===== src/hw/rtl/led_fx_pkg.sv =====
// Shared types, constants and helpers of the LED effect engine.
// Used by led_fx_div and led_effect_engine_top; depends on nothing else.

package led_fx_pkg;

	localparam int NUM_LEDS_DEF = 4;

	localparam int OUT_LED_W = 6;
	localparam int LEVEL_W   = 8;
	localparam int MODE_W    = 3;
	localparam int PERIOD_W  = 16;
	localparam int HALF_W    = PERIOD_W - 1;
	localparam int CFG_IDX_W = 2;

	localparam logic OP_TICK = 1'b0;
	localparam logic OP_SET  = 1'b1;

	localparam logic [MODE_W-1:0] MODE_OFF    = 3'd0;
	localparam logic [MODE_W-1:0] MODE_ON     = 3'd1;
	localparam logic [MODE_W-1:0] MODE_DIM    = 3'd2;
	localparam logic [MODE_W-1:0] MODE_BREATH = 3'd3;
	localparam logic [MODE_W-1:0] MODE_PULSE  = 3'd4;
	localparam logic [MODE_W-1:0] MODE_FLASH  = 3'd5;

	localparam logic [CFG_IDX_W-1:0] CFG_BREATH = 2'd0;
	localparam logic [CFG_IDX_W-1:0] CFG_PULSE  = 2'd1;
	localparam logic [CFG_IDX_W-1:0] CFG_FLASH  = 2'd2;

	localparam logic [PERIOD_W-1:0] BREATH_RST = 16'd4000;
	localparam logic [PERIOD_W-1:0] PULSE_RST  = 16'd1000;
	localparam logic [PERIOD_W-1:0] FLASH_RST  = 16'd500;
	localparam logic [PERIOD_W-1:0] PERIOD_MIN = 16'd2;

	localparam logic [LEVEL_W-1:0] LEVEL_FULL = 8'd255;

	typedef struct packed {
		logic               opcode;
		logic [7:0]         led_index;
		logic [MODE_W-1:0]  mode;
		logic [LEVEL_W-1:0] dim_level;
	} req_t;

	typedef struct packed {
		logic [OUT_LED_W-1:0] out_led;
		logic [LEVEL_W-1:0]   brightness;
		logic [MODE_W-1:0]    out_mode;
		logic                 bad_index;
		logic                 last;
	} res_t;

	typedef struct packed {
		logic [MODE_W-1:0]   mode;
		logic [LEVEL_W-1:0]  dim;
		logic [PERIOD_W-1:0] phase;
	} led_ent_t;

	typedef struct packed {
		logic busy;
		logic done;
	} div_sts_t;

	function automatic logic [PERIOD_W-1:0] period_of(
		input logic [MODE_W-1:0]   m,
		input logic [PERIOD_W-1:0] breath,
		input logic [PERIOD_W-1:0] pulse,
		input logic [PERIOD_W-1:0] flash
	);
		logic [PERIOD_W-1:0] p;
		if (m == MODE_BREATH) begin
			p = breath;
		end else if (m == MODE_PULSE) begin
			p = pulse;
		end else begin
			p = flash;
		end
		return (p < PERIOD_MIN) ? PERIOD_MIN : p;
	endfunction

endpackage


===== src/hw/rtl/led_fx_div.sv =====
// Iterative divider that computes (p * 255) / half, one quotient bit per cycle.
// Depends on led_fx_pkg.

module led_fx_div
	import led_fx_pkg::*;
(
	input  logic                clk,
	input  logic                arst_n,
	input  logic                start,
	input  logic [PERIOD_W-1:0] p,
	input  logic [HALF_W-1:0]   half,
	output logic [LEVEL_W-1:0]  quot,
	output div_sts_t            sts
);

	logic [HALF_W-1:0]    rem_q;
	logic [LEVEL_W-1:0]   qb_q;
	logic [HALF_W-1:0]    half_q;
	logic [2:0]           cnt_q;
	logic                 busy_q;
	logic                 done_q;
	logic [23:0]          num;
	logic [HALF_W:0]      trial;
	logic                 ge;
	logic [HALF_W:0]      diff;

	assign num   = {p, 8'd0} - {8'd0, p};
	assign trial = {rem_q, qb_q[LEVEL_W-1]};
	assign ge    = trial >= {1'b0, half_q};
	assign diff  = trial - {1'b0, half_q};

	always_ff @(posedge clk or negedge arst_n) begin
		if (!arst_n) begin
			busy_q <= 1'b0;
			done_q <= 1'b0;
			cnt_q  <= '0;
		end else begin
			done_q <= 1'b0;
			if (start) begin
				busy_q <= 1'b1;
				cnt_q  <= '0;
			end else if (busy_q) begin
				cnt_q <= cnt_q + 3'd1;
				if (cnt_q == 3'd7) begin
					busy_q <= 1'b0;
					done_q <= 1'b1;
				end
			end
		end
	end

	always_ff @(posedge clk or negedge arst_n) begin
		if (!arst_n) begin
			rem_q  <= '0;
			qb_q   <= '0;
			half_q <= '0;
		end else if (start) begin
			rem_q  <= num[22:8];
			qb_q   <= num[7:0];
			half_q <= half;
		end else if (busy_q) begin
			rem_q <= ge ? diff[HALF_W-1:0] : trial[HALF_W-1:0];
			qb_q  <= {qb_q[LEVEL_W-2:0], ge};
		end
	end

	assign quot     = qb_q;
	assign sts.busy = busy_q;
	assign sts.done = done_q;

	a_no_restart: assert property (@(posedge clk) disable iff (!arst_n)
		start |-> !busy_q)
		else $error("divider started while busy");

	a_done_ends_busy: assert property (@(posedge clk) disable iff (!arst_n)
		done_q |-> !busy_q && $past(busy_q))
		else $error("divider done without a finished run");

	a_quot_hold: assert property (@(posedge clk) disable iff (!arst_n)
		!busy_q && !start |=> $stable(qb_q))
		else $error("quotient changed while idle");

endmodule


===== src/hw/rtl/led_effect_engine_top.sv =====
// Top level of the LED effect engine: request decode, LED state memory,
// phase sequencer and result register. Depends on led_fx_pkg and led_fx_div.
//
// Usage:
// A request on req_data is taken when req_valid is high and req_stall is low.
// A tick request (opcode 0) advances every animated LED by one millisecond and
// yields one result per LED, LED 0 first, with last set on the final one. A
// set-mode request (opcode 1) loads one LED's mode and dim level, clears its
// phase and yields one result; an index out of range yields one flagged
// result and changes nothing.
// Period registers are written on the cfg channel; cfg_ready is always high,
// and writes are expected only while the engine is idle.
// The engine takes one request at a time and holds req_stall high until its
// last result is in the result register. Each LED of a tick passes through
// the read, phase, level and emit states, and in breathing or pulse mode
// through a divide state after the level state, where the shared divider
// produces one quotient bit per cycle. A set-mode request passes through the
// set state and then on from the level state; a bad index goes to emit.
// When the receiver holds res_stall, the result waits in the result register
// and the sequencer waits before writing the next one.
// After reset all LEDs are off with phase zero and the periods are 4000, 1000
// and 500 ms; per-LED valid bits make the state memory read as cleared.

module led_effect_engine_top
	import led_fx_pkg::*;
#(
	parameter int NUM_LEDS = NUM_LEDS_DEF
) (
	input  logic                 clk,
	input  logic                 arst_n,
	input  logic                 req_valid,
	output logic                 req_stall,
	input  req_t                 req_data,
	output logic                 res_valid,
	input  logic                 res_stall,
	output res_t                 res_data,
	input  logic                 cfg_valid,
	output logic                 cfg_ready,
	input  logic [CFG_IDX_W-1:0] cfg_index,
	input  logic [PERIOD_W-1:0]  cfg_data
);

	localparam int LW = (NUM_LEDS > 1) ? $clog2(NUM_LEDS) : 1;
	localparam logic [LW-1:0] LED_LAST = LW'(NUM_LEDS - 1);

	typedef enum logic [6:0] {
		ST_IDLE  = 7'b0000001,
		ST_SET   = 7'b0000010,
		ST_READ  = 7'b0000100,
		ST_PHASE = 7'b0001000,
		ST_LEVEL = 7'b0010000,
		ST_DIV   = 7'b0100000,
		ST_EMIT  = 7'b1000000
	} state_t;

	state_t              state_q;
	logic                op_q;
	logic [7:0]          idx_q;
	logic [MODE_W-1:0]   req_mode_q;
	logic [LEVEL_W-1:0]  req_dim_q;
	logic [LW-1:0]       led_q;
	logic [MODE_W-1:0]   mode_q;
	logic [LEVEL_W-1:0]  dim_q;
	logic [PERIOD_W-1:0] phase_q;
	logic [LEVEL_W-1:0]  level_q;
	logic                bad_q;
	logic                fall_q;
	logic [PERIOD_W-1:0] breath_q;
	logic [PERIOD_W-1:0] pulse_q;
	logic [PERIOD_W-1:0] flash_q;
	logic                res_valid_q;
	res_t                res_q;

	led_ent_t            led_mem [NUM_LEDS];
	logic [NUM_LEDS-1:0] vld_q;
	led_ent_t            rd_q;
	logic                rd_vld_q;

	logic                mem_we;
	logic [LW-1:0]       mem_wa;
	led_ent_t            mem_wd;

	logic                req_acc;
	logic                idx_ok;
	logic [MODE_W-1:0]   set_mode;
	led_ent_t            ent;
	logic                ent_anim;
	logic [PERIOD_W:0]   next_ph;
	logic [PERIOD_W-1:0] next_ph16;
	logic [PERIOD_W-1:0] per_ent;
	logic [PERIOD_W-1:0] per_lvl;
	logic [HALF_W-1:0]   half;
	logic                rising;
	logic [PERIOD_W-1:0] ph_diff;
	logic [PERIOD_W-1:0] div_p;
	logic                div_start;
	logic [LEVEL_W-1:0]  div_quot;
	div_sts_t            div_sts;
	logic                res_load;

	assign req_stall = (state_q != ST_IDLE);
	assign req_acc   = req_valid && !req_stall;
	assign cfg_ready = 1'b1;
	assign res_valid = res_valid_q;
	assign res_data  = res_q;

	assign idx_ok   = {1'b0, idx_q} < 9'(NUM_LEDS);
	assign set_mode = (req_mode_q > MODE_FLASH) ? MODE_OFF : req_mode_q;

	assign ent      = rd_vld_q ? rd_q : '0;
	assign ent_anim = (ent.mode == MODE_BREATH) || (ent.mode == MODE_PULSE) ||
		(ent.mode == MODE_FLASH);
	assign per_ent  = period_of(ent.mode, breath_q, pulse_q, flash_q);
	assign next_ph  = {1'b0, ent.phase} + 17'd1;
	assign next_ph16 = (next_ph >= {1'b0, per_ent}) ? '0 : next_ph[PERIOD_W-1:0];

	assign per_lvl = period_of(mode_q, breath_q, pulse_q, flash_q);
	assign half    = per_lvl[PERIOD_W-1:1];
	assign rising  = phase_q < {1'b0, half};
	assign ph_diff = phase_q - {1'b0, half};
	assign div_p   = rising ? phase_q :
		((ph_diff > {1'b0, half}) ? {1'b0, half} : ph_diff);
	assign div_start = (state_q == ST_LEVEL) &&
		((mode_q == MODE_BREATH) || (mode_q == MODE_PULSE));

	assign res_load = (state_q == ST_EMIT) && (!res_valid_q || !res_stall);

	always_comb begin
		mem_we = 1'b0;
		mem_wa = led_q;
		mem_wd = '{mode: mode_q, dim: dim_q, phase: phase_q};
		if (state_q == ST_SET && idx_ok) begin
			mem_we = 1'b1;
			mem_wa = idx_q[LW-1:0];
			mem_wd = '{mode: set_mode, dim: req_dim_q, phase: '0};
		end else if (state_q == ST_PHASE && ent_anim) begin
			mem_we = 1'b1;
			mem_wd = '{mode: ent.mode, dim: ent.dim, phase: next_ph16};
		end
	end

	always_ff @(posedge clk) begin
		if (mem_we) begin
			led_mem[mem_wa] <= mem_wd;
		end
		rd_q <= led_mem[led_q];
	end

	always_ff @(posedge clk or negedge arst_n) begin
		if (!arst_n) begin
			vld_q    <= '0;
			rd_vld_q <= 1'b0;
		end else begin
			if (mem_we) begin
				vld_q[mem_wa] <= 1'b1;
			end
			rd_vld_q <= vld_q[led_q];
		end
	end

	always_ff @(posedge clk or negedge arst_n) begin
		if (!arst_n) begin
			breath_q <= BREATH_RST;
			pulse_q  <= PULSE_RST;
			flash_q  <= FLASH_RST;
		end else if (cfg_valid && cfg_ready) begin
			unique case (cfg_index)
				CFG_BREATH: breath_q <= cfg_data;
				CFG_PULSE:  pulse_q  <= cfg_data;
				CFG_FLASH:  flash_q  <= cfg_data;
				default: begin
				end
			endcase
		end
	end

	led_fx_div u_div (
		.clk    (clk),
		.arst_n (arst_n),
		.start  (div_start),
		.p      (div_p),
		.half   (half),
		.quot   (div_quot),
		.sts    (div_sts)
	);

	always_ff @(posedge clk or negedge arst_n) begin
		if (!arst_n) begin
			state_q <= ST_IDLE;
			led_q   <= '0;
			op_q    <= OP_TICK;
			bad_q   <= 1'b0;
		end else begin
			unique case (state_q)
				ST_IDLE: begin
					if (req_acc) begin
						op_q  <= req_data.opcode;
						bad_q <= 1'b0;
						led_q <= '0;
						if (req_data.opcode == OP_SET) begin
							state_q <= ST_SET;
						end else begin
							state_q <= ST_READ;
						end
					end
				end
				ST_SET: begin
					if (idx_ok) begin
						led_q   <= idx_q[LW-1:0];
						state_q <= ST_LEVEL;
					end else begin
						bad_q   <= 1'b1;
						state_q <= ST_EMIT;
					end
				end
				ST_READ:  state_q <= ST_PHASE;
				ST_PHASE: state_q <= ST_LEVEL;
				ST_LEVEL: state_q <= div_start ? ST_DIV : ST_EMIT;
				ST_DIV: begin
					if (div_sts.done) begin
						state_q <= ST_EMIT;
					end
				end
				ST_EMIT: begin
					if (res_load) begin
						if (op_q == OP_TICK && led_q != LED_LAST) begin
							led_q   <= led_q + LW'(1);
							state_q <= ST_READ;
						end else begin
							state_q <= ST_IDLE;
						end
					end
				end
				default: state_q <= ST_IDLE;
			endcase
		end
	end

	always_ff @(posedge clk) begin
		if (req_acc) begin
			idx_q      <= req_data.led_index;
			req_mode_q <= req_data.mode;
			req_dim_q  <= req_data.dim_level;
		end
		if (state_q == ST_SET) begin
			mode_q  <= idx_ok ? set_mode : MODE_OFF;
			dim_q   <= req_dim_q;
			phase_q <= '0;
			level_q <= '0;
		end
		if (state_q == ST_PHASE) begin
			mode_q  <= ent.mode;
			dim_q   <= ent.dim;
			phase_q <= ent_anim ? next_ph16 : ent.phase;
		end
		if (state_q == ST_LEVEL) begin
			fall_q <= !rising;
			case (mode_q) inside
				MODE_ON:   level_q <= LEVEL_FULL;
				MODE_DIM:  level_q <= dim_q;
				MODE_FLASH: level_q <= rising ? LEVEL_FULL : '0;
				MODE_BREATH, MODE_PULSE: level_q <= level_q;
				default:   level_q <= '0;
			endcase
		end
		if (state_q == ST_DIV && div_sts.done) begin
			level_q <= fall_q ? ~div_quot : div_quot;
		end
	end

	always_ff @(posedge clk or negedge arst_n) begin
		if (!arst_n) begin
			res_valid_q <= 1'b0;
		end else if (res_load) begin
			res_valid_q <= 1'b1;
		end else if (!res_stall) begin
			res_valid_q <= 1'b0;
		end
	end

	always_ff @(posedge clk) begin
		if (res_load) begin
			res_q.out_led    <= bad_q ? '0 : OUT_LED_W'(led_q);
			res_q.brightness <= level_q;
			res_q.out_mode   <= mode_q;
			res_q.bad_index  <= bad_q;
			res_q.last       <= (op_q == OP_SET) || (led_q == LED_LAST);
		end
	end

	a_bad_is_last: assert property (@(posedge clk) disable iff (!arst_n)
		res_valid |-> (!res_data.bad_index || res_data.last))
		else $error("flagged result without last");

	a_off_is_dark: assert property (@(posedge clk) disable iff (!arst_n)
		res_valid && res_data.out_mode == MODE_OFF |-> res_data.brightness == '0)
		else $error("LED in off mode shows light");

	a_div_running: assert property (@(posedge clk) disable iff (!arst_n)
		state_q == ST_DIV |-> div_sts.busy || div_sts.done)
		else $error("waiting on an idle divider");

	a_one_result: assert property (@(posedge clk) disable iff (!arst_n)
		res_load && res_valid_q |-> !res_stall)
		else $error("result overwritten before it was taken");

endmodule

===== config.mk =====
export PLATFORM = sky130hd
export DESIGN_NAME = led_effect_engine_top
export DESIGN_NICKNAME = d
export VERILOG_FILES = /design/src/hw/rtl/led_fx_pkg.sv /design/src/hw/rtl/led_fx_div.sv /design/src/hw/rtl/led_effect_engine_top.sv
export SDC_FILE = /design/constraint.sdc
export NUM_CORES = 1
export LEC_CHECK = 0
export BUFFER_PORTS_ARGS = -buffer_cell sky130_fd_sc_hd__buf_2
export CELL_PAD_IN_SITES_DETAIL_PLACEMENT = 1
export CELL_PAD_IN_SITES_GLOBAL_PLACEMENT = 2
export CORE_UTILIZATION = 38
export DETAILED_ROUTE_END_ITERATION = 6
export PLACE_DENSITY_LB_ADDON = 0.1
export SLEW_MARGIN = 20
export SYNTH_ARGS = -nofsm -noshare
export SYNTH_HDL_FRONTEND = slang
export SYNTH_SLANG_ARGS = --single-unit

===== constraint.sdc =====
create_clock -name clk -period 8.6 [get_ports clk]
set_input_delay 0.43 -clock clk [delete_from_list [all_inputs] [get_ports clk]]
set_output_delay 0.43 -clock clk [all_outputs]
set_load 0.005 [all_outputs]

After elaboration in Yosys (flattened, before gate mapping)

Memories as Yosys holds them, arrays and structs flattened. A register that Yosys moved wholly into a read port is not among the register bits.
Index checks and enable logic that the tools add are counted.

Muxes and demuxes: 70
Order comparisons: 11
Reductions and logical operators: 32
Equality and inequality tests: 29
Bitwise gates (word level): 3
Add/sub/neg operators: 6

Operator list:

| cell                                                | number |
|---|---|
| two-way mux 16 bit                                  | 12 |
| two-way mux 8 bit                                   | 13 |
| two-way mux 27 bit                                  | 3 |
| one-hot mux 7 bit (7 select lines)                  | 1 |
| two-way mux 15 bit                                  | 3 |
| two-way mux 7 bit                                   | 5 |
| < comparator 16 x 2 -> 1 bit, second input constant | 2 |
| two-way mux 3 bit                                   | 8 |
| subtractor 23 x 16 -> 23 bit                        | 1 |
| adder 16 x 1 -> 17 bit, second input constant       | 1 |
| greater-or-equal comparator 17 x 16 -> 1 bit        | 1 |
| greater-or-equal comparator 16 x 15 -> 1 bit        | 1 |
| > comparator 16 x 15 -> 1 bit                       | 1 |
| < comparator 16 x 15 -> 1 bit                       | 1 |
| two-way mux 1 bit                                   | 16 |
| subtractor 16 x 15 -> 16 bit                        | 1 |
| equality test 3 bit, second input constant          | 5 |
| subtractor 15 bit                                   | 1 |
| two-way mux 2 bit                                   | 5 |
| != test 2 bit, second input constant                | 5 |
| AND reduction 2 bit                                 | 5 |
| equality test 3 x 2 -> 1 bit, second input constant | 3 |
| logical AND 1 bit                                   | 8 |
| < comparator 8 x 3 -> 1 bit, second input constant  | 1 |
| 33 further kinds                                    | 48 |

Output and inout port bits: 22
Register bits: 182
Logic and storage cells: 182
Memories kept: 1
Input bits: 43
Bits in writable memories: 108

Memories:

| name    | words | width | rd ports | clocked after Yosys merged registers in | write ports | line                        | text |
|---|---|---|---|---|---|---|---|
| led_mem | 4     | 27    | 1        | 1                                       | 1           | led_effect_engine_top.sv:74 | `led_ent_t led_mem [NUM_LEDS];` |

Depth between registers and ports, before layout

Word-level depth: 12
Depth in mapped cells: 40
Depth with buffers taken out: 37

Modules after synthesis

From an unflattened synthesis, not the netlist that was laid out.

Cell total of the unflattened synthesis: 1600
Area total of the unflattened synthesis: 17337.9 um^2

By module, submodules not included:

| module                | times used | area an instance (um^2) | cells each |
|---|---|---|---|
| led_effect_engine_top | 1          | 13880.8                 | 1184 |
| led_fx_div            | 1          | 3457.1                  | 416 |

Worst setup path before layout

Ideal clock, no wire load.

Path type: flip-flop to flip-flop
Start point: register mode_q[1]
End point: register u_div.rem_q[11]
Arrival time: 8152 ps
Path slack: 316 ps
Library setup time: 131 ps
Stages on the path, launching flop included: 38
Clock period less this slack: 8284 ps
Cells stage by stage: edfxtp_1 > or2_4 > buf_6 > o311ai_1 > nand2_2 > nor4_4 > and2b_1 > inv_1 > ha_1 > inv_1 > fa_1 > a21o_1 > a21oi_1 > o21ai_1 > a41oi_1 > a21oi_1 > xnor2_1 > inv_1 > [... 2 more ...] > nand4_1 > or3_1 > a211oi_1 > mux2i_1 > nand2_2 > buf_4 > nand2_1 > o211ai_1 > o21ai_1 > ha_1 > o2111ai_1 > o221ai_2 > o2111ai_2 > a31oi_4 > o31ai_2 > or4_1 > mux2i_1 > or3_1

Word-level cells in the longest chain between the ends: 11

RTL lines:

| what                             | line                         | text |
|---|---|---|
| start: declaration               | led_effect_engine_top.sv:62  | `logic [MODE_W-1:0] mode_q;` |
| start signal: assignment         | led_effect_engine_top.sv:246 | `mode_q <= idx_ok ? set_mode : MODE_OFF;` |
| start signal: assignment         | led_effect_engine_top.sv:252 | `mode_q <= ent.mode;` |
| equality test 3 bit              | led_fx_pkg.sv:71             | `end else if (m == MODE_PULSE) begin` |
| two-way mux 16 bit               | led_fx_pkg.sv:71             |  |
| two-way mux 16 bit (*)           | led_fx_pkg.sv:69             | `if (m == MODE_BREATH) begin` |
| < comparator 16 x 2 -> 1 bit     | led_fx_pkg.sv:76             | `return (p < PERIOD_MIN) ? PERIOD_MIN : p;` |
| two-way mux 16 bit (*)           | led_fx_pkg.sv:76             |  |
| net per_lvl[1]                   | led_effect_engine_top.sv:91  | `logic [PERIOD_W-1:0] per_lvl;` |
| subtractor 16 x 15 -> 16 bit     | led_effect_engine_top.sv:120 | `assign ph_diff = phase_q - {1'b0, half};` |
| > comparator 16 x 15 -> 1 bit    | led_effect_engine_top.sv:122 | `((ph_diff > {1'b0, half}) ? {1'b0, half} : ph_diff);` |
| two-way mux 16 bit               | led_effect_engine_top.sv:122 |  |
| two-way mux 16 bit (*)           | led_effect_engine_top.sv:121 | `assign div_p = rising ? phase_q :` |
| subtractor 23 x 16 -> 23 bit (*) | led_fx_div.sv:27             | `assign num = {p, 8'd0} - {8'd0, p};` |
| two-way mux 15 bit (*)           | led_fx_div.sv:57             | `end else if (start) begin` |
| end signal: assignment           | led_fx_div.sv:58             | `rem_q <= num[22:8];` |
| end signal: assignment           | led_fx_div.sv:62             | `rem_q <= ge ? diff[HALF_W-1:0] : trial[HALF_W-1:0];` |
| end: declaration                 | led_fx_div.sv:16             | `logic [HALF_W-1:0] rem_q;` |

Mark *: on every way through the listed nets, which the timed path passes. The rest lies on a longest branch.
A chain may end at the register's enable or synchronous reset.

Worst setup path in the final report

Start point: register mode_q[2]
End point: register u_div.rem_q[11]

The elaborated chain is that of the path after synthesis.

==> results.sh <==
export IMPL_status="complete, no violations"
export IMPL_die_area_mm2=0.0453
export IMPL_stdcell_count=2233
export IMPL_setup_slack_ps=545
export IMPL_synth_common_cells="178 x edfxtp_1, 177 x nand2_1, 111 x o21ai_0"
export IMPL_final_hold_viol_count=0
export IMPL_hold_path_depth=1
export IMPL_ys_types=93
export IMPL_yosys_area_share_adder_pct=5.39
export IMPL_core_rowCount=76
export IMPL_synth_edf_count=178
export IMPL_path_class="register to register"
export IMPL_cp_start_kind="register"
export IMPL_fin_crit_ps=8060
export IMPL_synth_top_area_share_pct=31.6
export IMPL_maxSlewViolCount=0
export IMPL_globalRouteOverflowTotal=0
export IMPL_synthArstFlopShare_pct=34.5
export IMPL_synth_compound_area_share_pct=14.2
export IMPL_pre_cts_ws_ps=196
export IMPL_routedWlPerCell_um=22.3
export IMPL_syn_inst=1533
export IMPL_synthesis_area_mm2=0.0169
export IMPL_grt_pass1_vias=13000
export IMPL_critPathArrivalTime_ps=8490
export IMPL_tightest_slew_ps=1020
export IMPL_relSlewSlack_pct=31.5
export IMPL_rr_startpoint="mode_q[2]$_DFFE_PP_"
export IMPL_hold_path_end="idx_q[5]$_DFFE_PP_"
export IMPL_power_density_mw_per_mm2=392
export IMPL_skew_ps=32.4
export IMPL_die_x_um=213
export IMPL_cp_slowest_cell="or4_1"
export IMPL_r2r_slack_ps=540
export IMPL_synth_area_leaders="edfxtp_1 32%, dfrtp_1 13%, ha_1 5.0%, nand2_1 3.9%, mux4_2 3.7%"
export IMPL_dr_pass1_iters=5
export IMPL_hp_class="input pin to register"
export IMPL_grt_max_degree=57
export IMPL_core_mm2=0.0435
export IMPL_synth_ff_type="edfxtp_1"
export IMPL_syn_to_final_growth_pct=14.6
export IMPL_worstRegToRegCells=37
export IMPL_drc=0
export IMPL_leakagePower_nw=7.42
export IMPL_critPathCaptureType="register"
export IMPL_cts_buffers=36
export IMPL_synth_top_family_by_area="compound AO/OA/AOI/OAI gates"
export IMPL_clk_pin_slew_ps=60
export IMPL_grt_antenna_before_repair=2
export IMPL_yosysWarnings=0
export IMPL_htreeDepth=2
export IMPL_fp_dieH_um=213
export IMPL_synth_most_common_cell="edfxtp_1"
export IMPL_synth_xor_area_share_pct=3.16
export IMPL_nets=1732
export IMPL_final_setup_tns_ps=0
export IMPL_grtUsageTotal_pct=22.6
export IMPL_synthSimpleGateAreaFrac_pct=13.6
export IMPL_place_area_mm2=0.0181
export IMPL_ant_nets=0
export IMPL_grt_pass1_wl_um=77100
export IMPL_gp_congestion=0.864
export IMPL_hold_start="req_data[16]"
export IMPL_io_pins=65
export IMPL_synth_mux_area_share_pct=9.67
export IMPL_finalPower_mw=7.60
export IMPL_r2r_end="u_div.rem_q[11]$_DFFE_PN0P_"
export IMPL_ir_drop_mv=0.204
export IMPL_drive_gt1_share_pct=19.6
export IMPL_cp_required_ps=9040
export IMPL_post_dp_hpwl_um=36900
export IMPL_cts_sinks=313
export IMPL_max_stage_delay_ps=550
export IMPL_via_per_inst=5.52
export IMPL_clockBufferDepth=3
export IMPL_setup_viol=0
export IMPL_maxCapViolations=0
export IMPL_drtIter0Drc=561
export IMPL_ys_seq_area_share_pct=50.9
export IMPL_drt_total_wl_um=49800
export IMPL_max_freq_ghz=0.124
export IMPL_grt_setup_unrepaired="false"
export IMPL_critPathMaxFanout=23
export IMPL_initial_core_util_pct=38.9
export IMPL_ys_ff_latch=313
export IMPL_clk_latency_ps=570
export IMPL_ctsRootBufferMaster="clkbuf_16"
export IMPL_cts_tree="yes"
export IMPL_place_inst=2162
export IMPL_critPathMostFrequentCell="ha_1"
export IMPL_final_area_mm2=0.0194
export IMPL_min_period_over_period_pct=93.7
export IMPL_io_buffers=59
export IMPL_vias=12300
export IMPL_yosys_area_top_type="edfxtp_1"
export IMPL_avgSynthCellArea_um2=11.0
-- per-stage QoR --
| stage | util [%] | hold slack, ps |
|---|---|---|
| final | 44.6 | 51.5 |
| after global routing | 44.6 | 26.2 |
| after CTS | 44.3 | 18.3 |
| after detailed placement | 41.6 | 410 |
| after global placement | 41.6 | 406 |
| after floorplan | - | 134 |
-- layout make-up --
| type | instances | area (um^2) |
|---|---|---|
| clock buffer | 44 | 962 |
| fill | 4723 | 24100 |
| timing repair buffer | 113 | 717 |
| antenna | 1 | 2.50 |
| clock inverter | 22 | 214 |
| sequential | 313 | 8610 |
| tap | 585 | 732 |
| multi-input combinational | 1106 | 7940 |
| inverter | 49 | 184 |
-- state kept, by name (all words and copies together) (netlist names), 15 cells and up --
register	count
pulse_q	16
led_mem	108
u_div.rem_q	15
phase_q	16
u_div.half_q	15
rd_q	27
breath_q	16
flash_q	16
res_data	15
-- cell usage in the layout (no fill, tap or decap), types with 28 or more instances in the layout --
cell | synthesis | routed
mux2_2 | 51 | 51
ha_1 | 68 | 68
mux2i_1 | 39 | 39
nor2b_1 | 30 | 30
buf_2 | 5 | 58
nand2_1 | 177 | 176
a21oi_1 | 82 | 79
xnor2_1 | 37 | 36
nor2_1 | 102 | 100
buf_4 | 11 | 52
inv_1 | 47 | 47
o21ai_0 | 111 | 111
edfxtp_1 | 178 | 178
clkbuf_16 | 0 | 37
mux4_2 | 28 | 28
dfrtp_1 | 89 | 88
-- what timing repair did --
| action | CTS | global route |
|---|---|---|
| endpoints found under the setup margin | 0 | 9 |
| gates resized for setup | 0 | 15 |
| endpoints found under the hold margin | 46 | 0 |
| hold buffers | 1 | 0 |
| setup buffers | 0 | 3 |
-- critical path, delay by kind of cell (launching register included) --
kind                       cells  cell delay, ps
and+or+nand+nor               11            2720
adders and majority gates      4            1240
DFF                            1             480
buffers and inverters          4             490
AOI/OAI and AO/OA             15            2510
xor gates and xnor gates       1             190
muxes                          2             290
-- power breakdown --
| part | internal [mW] | total [mW] | leakage, nW | switching (mW) |
|---|---|---|---|---|
| Clock | 0.893 | 1.53 | 0.569 | 0.636 |
| Combinational | 1.60 | 3.95 | 3.70 | 2.35 |
| Sequential | 1.88 | 2.12 | 3.16 | 0.238 |
-- how the worst max path moves through the flow --
stage                         from                           to  slack (ps)  depth (start not counted)
2_1_floorplan  mode_q[1]$_DFFE_PP_  u_div.rem_q[11]$_DFFE_PN0P_         320                         37
3_3_place_gp   mode_q[2]$_DFFE_PP_  u_div.rem_q[11]$_DFFE_PN0P_         500                         37
4_1_cts        mode_q[1]$_DFFE_PP_  u_div.rem_q[11]$_DFFE_PN0P_         140                         35
6_report       mode_q[2]$_DFFE_PP_  u_div.rem_q[11]$_DFFE_PN0P_         540                         37
5_1_grt        mode_q[2]$_DFFE_PP_  u_div.rem_q[11]$_DFFE_PN0P_          20                         37
3_5_place_dp   mode_q[1]$_DFFE_PP_  u_div.rem_q[11]$_DFFE_PN0P_         200                         35
-- layer usage --
| layer | track usage [%] | share of wire (%) |
|---|---|---|
| met3 | 3.24 | 2.9 |
| met1 | 30.0 | 45 |
| met4 | 6.62 | 2.5 |
| met5 | 0 | 0 |
| met2 | 38.2 | 49 |
-- cell families (layout without fill, tap and decap cells) --
family          Yosys count  in the layout
flops                   313            313
fa+ha+maj                72             72
other cells               2              7
simple gates            475            475
mux                     121            121
xor+xnor                 61             61
compound gates          371            371
buf+inv                 118            228
Note: power is estimated with default switching activity, not from simulation.
